==> config.mk <==
export PLATFORM = sky130hd
export DESIGN_NAME = tmrr_ctrl
export DESIGN_NICKNAME = d
export VERILOG_FILES = /design/src/rtl/tmrr_pkg.sv /design/src/rtl/tmrr_ctrl.sv
export SDC_FILE = /design/constraint.sdc
export NUM_CORES = 1
export LEC_CHECK = 0
export BUFFER_PORTS_ARGS = -buffer_cell sky130_fd_sc_hd__buf_4
export CAP_MARGIN = 10
export CELL_PAD_IN_SITES_DETAIL_PLACEMENT = 1
export CELL_PAD_IN_SITES_GLOBAL_PLACEMENT = 1
export CORE_UTILIZATION = 39
export DETAILED_ROUTE_END_ITERATION = 7
export GPL_ROUTABILITY_DRIVEN = 0
export PLACE_DENSITY = 0.82
export SKIP_CTS_REPAIR_TIMING = 1
export SYNTH_ARGS = -nofsm -noshare
export SYNTH_HDL_FRONTEND = slang
export SYNTH_SLANG_ARGS = --single-unit
==> constraint.sdc <==
create_clock -name clk -period 2.3 [get_ports clk]
set_input_delay 0.23 -clock clk [delete_from_list [all_inputs] [get_ports clk]]
set_output_delay 0.23 -clock clk [all_outputs]
set_load 0.02 [all_outputs]
==> src/rtl/tmrr_pkg.sv <==
// ----------------------------------------------------------------------------
// Tile map row renderer package
// Shared widths, codes, command and status structs and small helper
// functions for the tile map row renderer.
// ----------------------------------------------------------------------------
package tmrr_pkg;

  // Video memory geometry: two banks of fixed size.
  localparam int unsigned BANK_BYTES  = 8192;
  localparam int unsigned BANK_AW     = $clog2(BANK_BYTES);
  localparam int unsigned VRAM_DEPTH  = 2 * BANK_BYTES;
  localparam int unsigned VRAM_AW     = $clog2(VRAM_DEPTH);
  localparam int unsigned MAP_SIDE    = 32;

  // Default palette depth.
  localparam int unsigned PAL_ENTRIES_DEF = 64;

  // Payload widths.
  localparam int unsigned REQ_W    = 2;
  localparam int unsigned VALUE_W  = 15;
  localparam int unsigned CELL_W   = $clog2(MAP_SIDE);
  localparam int unsigned LINE_W   = 3;
  localparam int unsigned PIX_W    = 8;
  localparam int unsigned CIDX_W   = 6;
  localparam int unsigned CFG_IDX_W  = 2;
  localparam int unsigned CFG_DATA_W = 1;

  // Fixed addresses and attribute bits.
  localparam logic [BANK_AW-1:0] MAP_BASE_LOW        = 13'h1800;
  localparam logic [BANK_AW-1:0] MAP_BASE_HIGH       = 13'h1c00;
  localparam logic [BANK_AW-1:0] SIGNED_PATTERN_BASE = 13'h0800;
  localparam logic [7:0]         INDEX_FLIP          = 8'h80;
  localparam int unsigned ATTR_BANK_BIT  = 3;
  localparam int unsigned ATTR_XFLIP_BIT = 5;
  localparam int unsigned ATTR_YFLIP_BIT = 6;

  // Request codes on the item channel.
  typedef enum logic [REQ_W-1:0] {
    REQ_MEM_WRITE = 2'd0,
    REQ_PAL_WRITE = 2'd1,
    REQ_RENDER    = 2'd2
  } req_t;

  // Configuration register indexes.
  typedef enum logic [CFG_IDX_W-1:0] {
    CFG_COLOR_MODE     = 2'd0,
    CFG_MAP_SELECT     = 2'd1,
    CFG_PATTERN_SELECT = 2'd2
  } cfg_idx_t;

  // Source of the video memory read address.
  typedef enum logic [1:0] {
    RD_TILE   = 2'd0,
    RD_ATTR   = 2'd1,
    RD_PAT_LO = 2'd2,
    RD_PAT_HI = 2'd3
  } rd_sel_t;

  // Commands from the controller to the datapath.
  typedef struct packed {
    logic        load_item;
    logic        vram_wr;
    logic        pal_wr;
    logic        vram_rd;
    rd_sel_t     rd_sel;
    logic        tile_cap;
    logic        attr_cap;
    logic        a_cap;
    logic        b_cap;
    logic        pix_adv;
    logic        pix_issue;
    logic [2:0]  pix_k;
  } tmrr_cmd_t;

  // Status from the datapath to the controller.
  typedef struct packed {
    logic out_free;
  } tmrr_sts_t;

  // Mirror a byte for horizontal flip.
  function automatic logic [7:0] reverse8(input logic [7:0] v);
    logic [7:0] r;
    for (int i = 0; i < 8; i++) begin
      r[i] = v[7-i];
    end
    return r;
  endfunction

  // Reduce a palette entry number (below 32) modulo the palette depth.
  // For a depth of at least four, eight conditional subtractions suffice.
  function automatic logic [CIDX_W-1:0] pal_mod(input logic [4:0] v,
                                                input int unsigned entries);
    logic [6:0] r;
    r = {2'b00, v};
    for (int i = 0; i < 8; i++) begin
      if (r >= 7'(entries)) begin
        r = r - 7'(entries);
      end
    end
    return r[CIDX_W-1:0];
  endfunction

endpackage

==> src/rtl/tmrr_ctrl.sv <==
// ----------------------------------------------------------------------------
// Tile map row renderer controller
// Sequences the video memory reads of a render item and paces the eight
// pixel reads against the output register.
// ----------------------------------------------------------------------------
module tmrr_ctrl import tmrr_pkg::*; (
  input  logic             clk,
  input  logic             rst,
  input  logic             in_valid,
  input  logic [REQ_W-1:0] in_req_type,
  output logic             in_ready,
  input  tmrr_sts_t        sts,
  output tmrr_cmd_t        cmd
);

  typedef enum logic [8:0] {
    S_IDLE  = 9'b000000001,
    S_MAP   = 9'b000000010,
    S_ATTR  = 9'b000000100,
    S_ATTRW = 9'b000001000,
    S_PATA  = 9'b000010000,
    S_PATB  = 9'b000100000,
    S_PATW  = 9'b001000000,
    S_PIX   = 9'b010000000,
    S_DRAIN = 9'b100000000
  } state_t;

  state_t     state;
  state_t     state_next;
  logic [2:0] k;
  logic [2:0] k_next;

  // Next state and command decode.
  always_comb begin
    state_next = state;
    k_next     = k;
    cmd        = '0;
    cmd.rd_sel = RD_TILE;
    in_ready   = 1'b0;
    unique case (state)
      S_IDLE: begin
        in_ready = 1'b1;
        if (in_valid) begin
          case (req_t'(in_req_type))
            REQ_MEM_WRITE: cmd.vram_wr = 1'b1;
            REQ_PAL_WRITE: cmd.pal_wr  = 1'b1;
            REQ_RENDER: begin
              cmd.load_item = 1'b1;
              state_next    = S_MAP;
            end
            default: ;
          endcase
        end
      end
      S_MAP: begin
        cmd.vram_rd = 1'b1;
        cmd.rd_sel  = RD_TILE;
        state_next  = S_ATTR;
      end
      S_ATTR: begin
        cmd.vram_rd  = 1'b1;
        cmd.rd_sel   = RD_ATTR;
        cmd.tile_cap = 1'b1;
        state_next   = S_ATTRW;
      end
      S_ATTRW: begin
        cmd.attr_cap = 1'b1;
        state_next   = S_PATA;
      end
      S_PATA: begin
        cmd.vram_rd = 1'b1;
        cmd.rd_sel  = RD_PAT_LO;
        state_next  = S_PATB;
      end
      S_PATB: begin
        cmd.vram_rd = 1'b1;
        cmd.rd_sel  = RD_PAT_HI;
        cmd.a_cap   = 1'b1;
        state_next  = S_PATW;
      end
      S_PATW: begin
        cmd.b_cap  = 1'b1;
        k_next     = 3'd0;
        state_next = S_PIX;
      end
      S_PIX: begin
        // Issue one palette read whenever the output stage can move.
        if (sts.out_free) begin
          cmd.pix_adv   = 1'b1;
          cmd.pix_issue = 1'b1;
          cmd.pix_k     = k;
          k_next        = k + 3'd1;
          if (k == 3'd7) begin
            state_next = S_DRAIN;
          end
        end
      end
      S_DRAIN: begin
        // Move the last palette word into the output register.
        if (sts.out_free) begin
          cmd.pix_adv = 1'b1;
          state_next  = S_IDLE;
        end
      end
      default: state_next = S_IDLE;
    endcase
  end

  // State and pixel counter registers.
  always_ff @(posedge clk) begin
    if (rst) begin
      state <= S_IDLE;
      k     <= 3'd0;
    end else begin
      state <= state_next;
      k     <= k_next;
    end
  end

endmodule

### Word level (Yosys, flattened, before mapping)

Index checks and enable logic that the tools add are counted.

* flip-flop bits (word level): 12
* input bits: 6
* output and inout port bits: 16

* $add $sub $neg: 1
* equality and inequality tests: 17
* muxes and demuxes: 23
* reductions and logical operators: 4

Operator list (number)
* case mux 9 bit (9 select lines): 1
* 2-to-1 mux 9 bit: 5
* case mux 3 bit (4 select lines): 1
* == test 9 x 1 -> 1 bit (second input constant): 1
* == test 9 x 2 -> 1 bit (second input constant): 1
* == test 9 x 3 -> 1 bit (second input constant): 1
* == test 9 x 4 -> 1 bit (second input constant): 1
* == test 9 x 5 -> 1 bit (second input constant): 1
* == test 9 x 6 -> 1 bit (second input constant): 1
* == test 9 x 7 -> 1 bit (second input constant): 1
* == test 9 x 8 -> 1 bit (second input constant): 1
* == test 9 bit (second input constant): 1
* 2-to-1 mux 1 bit: 9
* 2-to-1 mux 3 bit: 3
* != test 2 bit (second input constant): 4
* case mux 3 bit (2 select lines): 1
* 2-to-1 mux 5 bit: 1
* AND reduction 5 bit: 1
* 2-to-1 mux 4 bit: 1
* adder 3 x 1 -> 3 bit (second input constant): 1
* == test 3 bit (second input constant): 1
* == test 2 x 1 -> 1 bit (second input constant): 1
* == test 2 bit (second input constant): 1
* logical NOT 2 bit: 1
* 4 further kinds: 4

### Depth between registers and ports, before layout

* word-level depth: 4
* depth in mapped cells: 7
* depth with buffers taken out: 7

### Worst setup path before layout

OpenSTA, ideal clock, no wires.

* path kind: register to output
* start point: register state[8]
* end point: output cmd[14] (netlist bit)
* data arrival time: 1670 ps
* data required time: 2070 ps
* setup slack: 400 ps
* cell stages (with the launch flop): 6
* cells stage by stage: dfxtp_1 > clkbuf_8 > nor3_2 > and3_1 > nand2_1 > nor3b_1

RTL lines
* from (decl): line tmrr_ctrl.sv:28 `state_t state;`
* from (signal assigned): line tmrr_ctrl.sv:115 `state <= state_next;`
* to (decl): line tmrr_ctrl.sv:13 `output tmrr_cmd_t cmd`

==> flow_summary.json <==
{
  "layout_min_cycle_time_ps": 2180,
  "worst_pin_slew_ps": 416,
  "grt_pass1_wl_um": 3160,
  "p_sw_frac": 0.322,
  "finalMaxSlewViolations": 0,
  "status": "finished, final reports clean",
  "clockRootBuffer": "clkbuf_4",
  "area_growth_syn_to_layout_pct": 26.7,
  "hpwlAfterDp_um": 1510,
  "rsz0062_at_grt": "no",
  "n_fill_cell": 230,
  "final_nets": 124,
  "die-width_um": 46.4,
  "critPathLaunchType": "register",
  "antenna_cells": 0,
  "finalSetupTns_ps": 0,
  "route.detailed.drc": 0,
  "p_leak_nw": 0.410,
  "dp.cells": 136,
  "min_period_over_period": 0.946,
  "ys_types": 35,
  "crit_family": "simple AND/OR/NAND/NOR gates",
  "crit_arrival_ps": 1950,
  "htreeDepth": 1,
  "fin_cells": 140,
  "p_int_mw": 0.370,
  "die_h_um": 46.4,
  "mostFrequentLayoutCell": "buf_4",
  "die-area_mm2": 0.00215,
  "ios": 22,
  "rows": 15,
  "final_cell_mix": "buf_4 (21), nor2_1 (14), dfxtp_1 (11)",
  "path_max_fanout": 9,
  "cts_tree": "yes",
  "combPwrFrac": 0.254,
  "path_clk_slew_ps": 80,
  "cts_buffer_depth": 2,
  "grt_max_degree": 10,
  "clock_latency_ps": 280,
  "cts_sinks": 12,
  "final-setup-viol-count": 0,
  "synth_nets": 100,
  "min_path_type": "input pin to register",
  "drive_gt1_frac": 0.296,
  "worstPathRequired_ps": 2070,
  "totalWireLength_um": 1990,
  "hold_viol": 0,
  "cpMaxStageDelayCell": "or4_4",
  "ir_drop_mv": 0.334,
  "p_per_area_mw_per_mm2": 560,
  "max_slew_margin": 0.723,
  "synth_area_um2": 768,
  "path_buf_inv": 1,
  "timing.fmax_ghz": 0.459,
  "p_switching_mw": 0.176,
  "dr.pass1.iters": 4,
  "pwr-share-seq": 0.421,
  "cpPeakStageDelay_ps": 600,
  "vias": 750,
  "wire_per_inst_um": 14.2,
  "cp-end-kind": "output port",
  "vias_per_cell": 5.36,
  "numCtsBuffers": 3,
  "fin_skew_ps": 1.09,
  "grt_pass1_vias": 712,
  "initial_core_util": 0.431,
  "ys_seq_elements": 12,
  "syn_area_per_cell_um2": 8.35,
  "cp_cell_sequence": "or4_4 -> nor3_4 -> and2_1 -> buf_4",
  "antenna_found_initial": 0,
  "core_area_mm2": 0.00178,
  "yosysWarnings": 0,
  "drtIter0Drc": 19,
  "path_class": "register to output port",
  "port_buffers": 21,
  "grt_overflow": 0,
  "cap_violations": 0,
  "drtAntennaViolNets": 0,
  "clkPwrFrac": 0.325,
  "synth_cells": 92,
  "grt.total_usage": 0.208,
  "yosysSeqAreaShare": 0.313
}
-- path summary, 6_finish.rpt --
check                                           start                     to  slack, ps  cells after the start
worst max-delay path            state[1]$_SDFFE_PP0P_                 cmd[0]        120                      4
worst max register to register  state[1]$_SDFFE_PP0P_      k[2]$_SDFFE_PP0P_        500                      5
worst min register to register      k[1]$_SDFFE_PP0P_      k[1]$_SDFFE_PP0P_        540                      2
worst min-delay path                              rst  state[7]$_SDFFE_PP0P_        150                      2
-- synth_stat cells, drive strengths merged --
master   n  area share
a211o    1       0.011
nor4b    3       0.034
nand2b   1      0.0081
or2b     1       0.011
xnor2    2       0.023
nor4     1       0.028
ha       2       0.033
a22oi    2       0.020
and3     3       0.024
a21oi    4       0.026
a211oi   2       0.020
or4bb    1       0.015
nand3    2       0.013
nand3b   2       0.020
inv      3       0.015
or3b     1       0.011
dfxtp   12        0.31
nor3     5       0.054
and2     4       0.033
or3      1      0.0098
clkbuf   2       0.036
or2      1      0.0081
o22ai    1      0.0081
a31oi    1      0.0081
and4     1       0.011
nand2   10       0.049
mux2i    1       0.013
or4      1       0.015
nor3b    3       0.029
xor2     1       0.011
nor2    14       0.068
o21ai    2       0.013
o21a     1      0.0098
-- worst register-to-register path: stages, from the launching register on --
cell	delay (ps)
dfxtp_1	380
or4_4	600
nor3_4	360
nor2_1	140
a22oi_1	170
nor2_1	60
-- power by group through the flow --
stage          combinational (mW)  sequential, mW  clock (mW)
3_3_place_gp                0.135           0.233           0
2_1_floorplan              0.0923           0.230           0
5_1_grt                     0.154           0.232       0.191
6_report                    0.138           0.230       0.177
3_5_place_dp                0.137           0.234           0
4_1_cts                     0.139           0.229       0.178
-- routing by layer --
metal,routed length [µm],up-vias,track usage
met4,15,0,0.0706
met1,907,359,0.272
met5,0,-,0
met3,54,2,0.0353
met2,1010,12,0.339
li1,-,377,-
-- state kept, by name, summed over array words and instances, names as in the netlist --
| name | count |
|---|---|
| k | 3 |
| state | 9 |
-- through the flow --
stage | cell area [µm²] | hold slack, ps | setup slack (ps) | util | power (mW)
6_report | 973 | 146 | 124 | 0.546 | 0.545
3_5_place_dp | 930 | 448 | 381 | 0.521 | 0.371
5_1_grt | 973 | 140 | 28.3 | 0.546 | 0.577
4_1_cts | 966 | 149 | 48.7 | 0.542 | 0.546
2_1_floorplan | 768 | 299 | 400 | - | 0.322
3_3_place_gp | 930 | 445 | 437 | 0.521 | 0.368
-- layout make-up --
| cell class | instances | area [µm²] | share of cell area |
|---|---|---|---|
| repair buffers | 21 | 158 | 0.162 |
| inverters | 3 | 11.3 | 0.0116 |
| clock buffers | 4 | 36.3 | 0.0373 |
| flip-flops and latches | 12 | 241 | 0.248 |
| well taps | 25 | 31.3 | 0.0321 |
| multi-input cells | 75 | 495 | 0.509 |
-- cell families after synthesis --
kind of cell / Yosys count / share of synthesized area
compound gates: 14 / 0.116
mux: 1 / 0.0130
simple gates: 55 / 0.441
buf+inv: 5 / 0.0505
xor+xnor: 3 / 0.0342
fa+ha+maj: 2 / 0.0326
flops: 12 / 0.313
(Power assumes the default switching activity.)
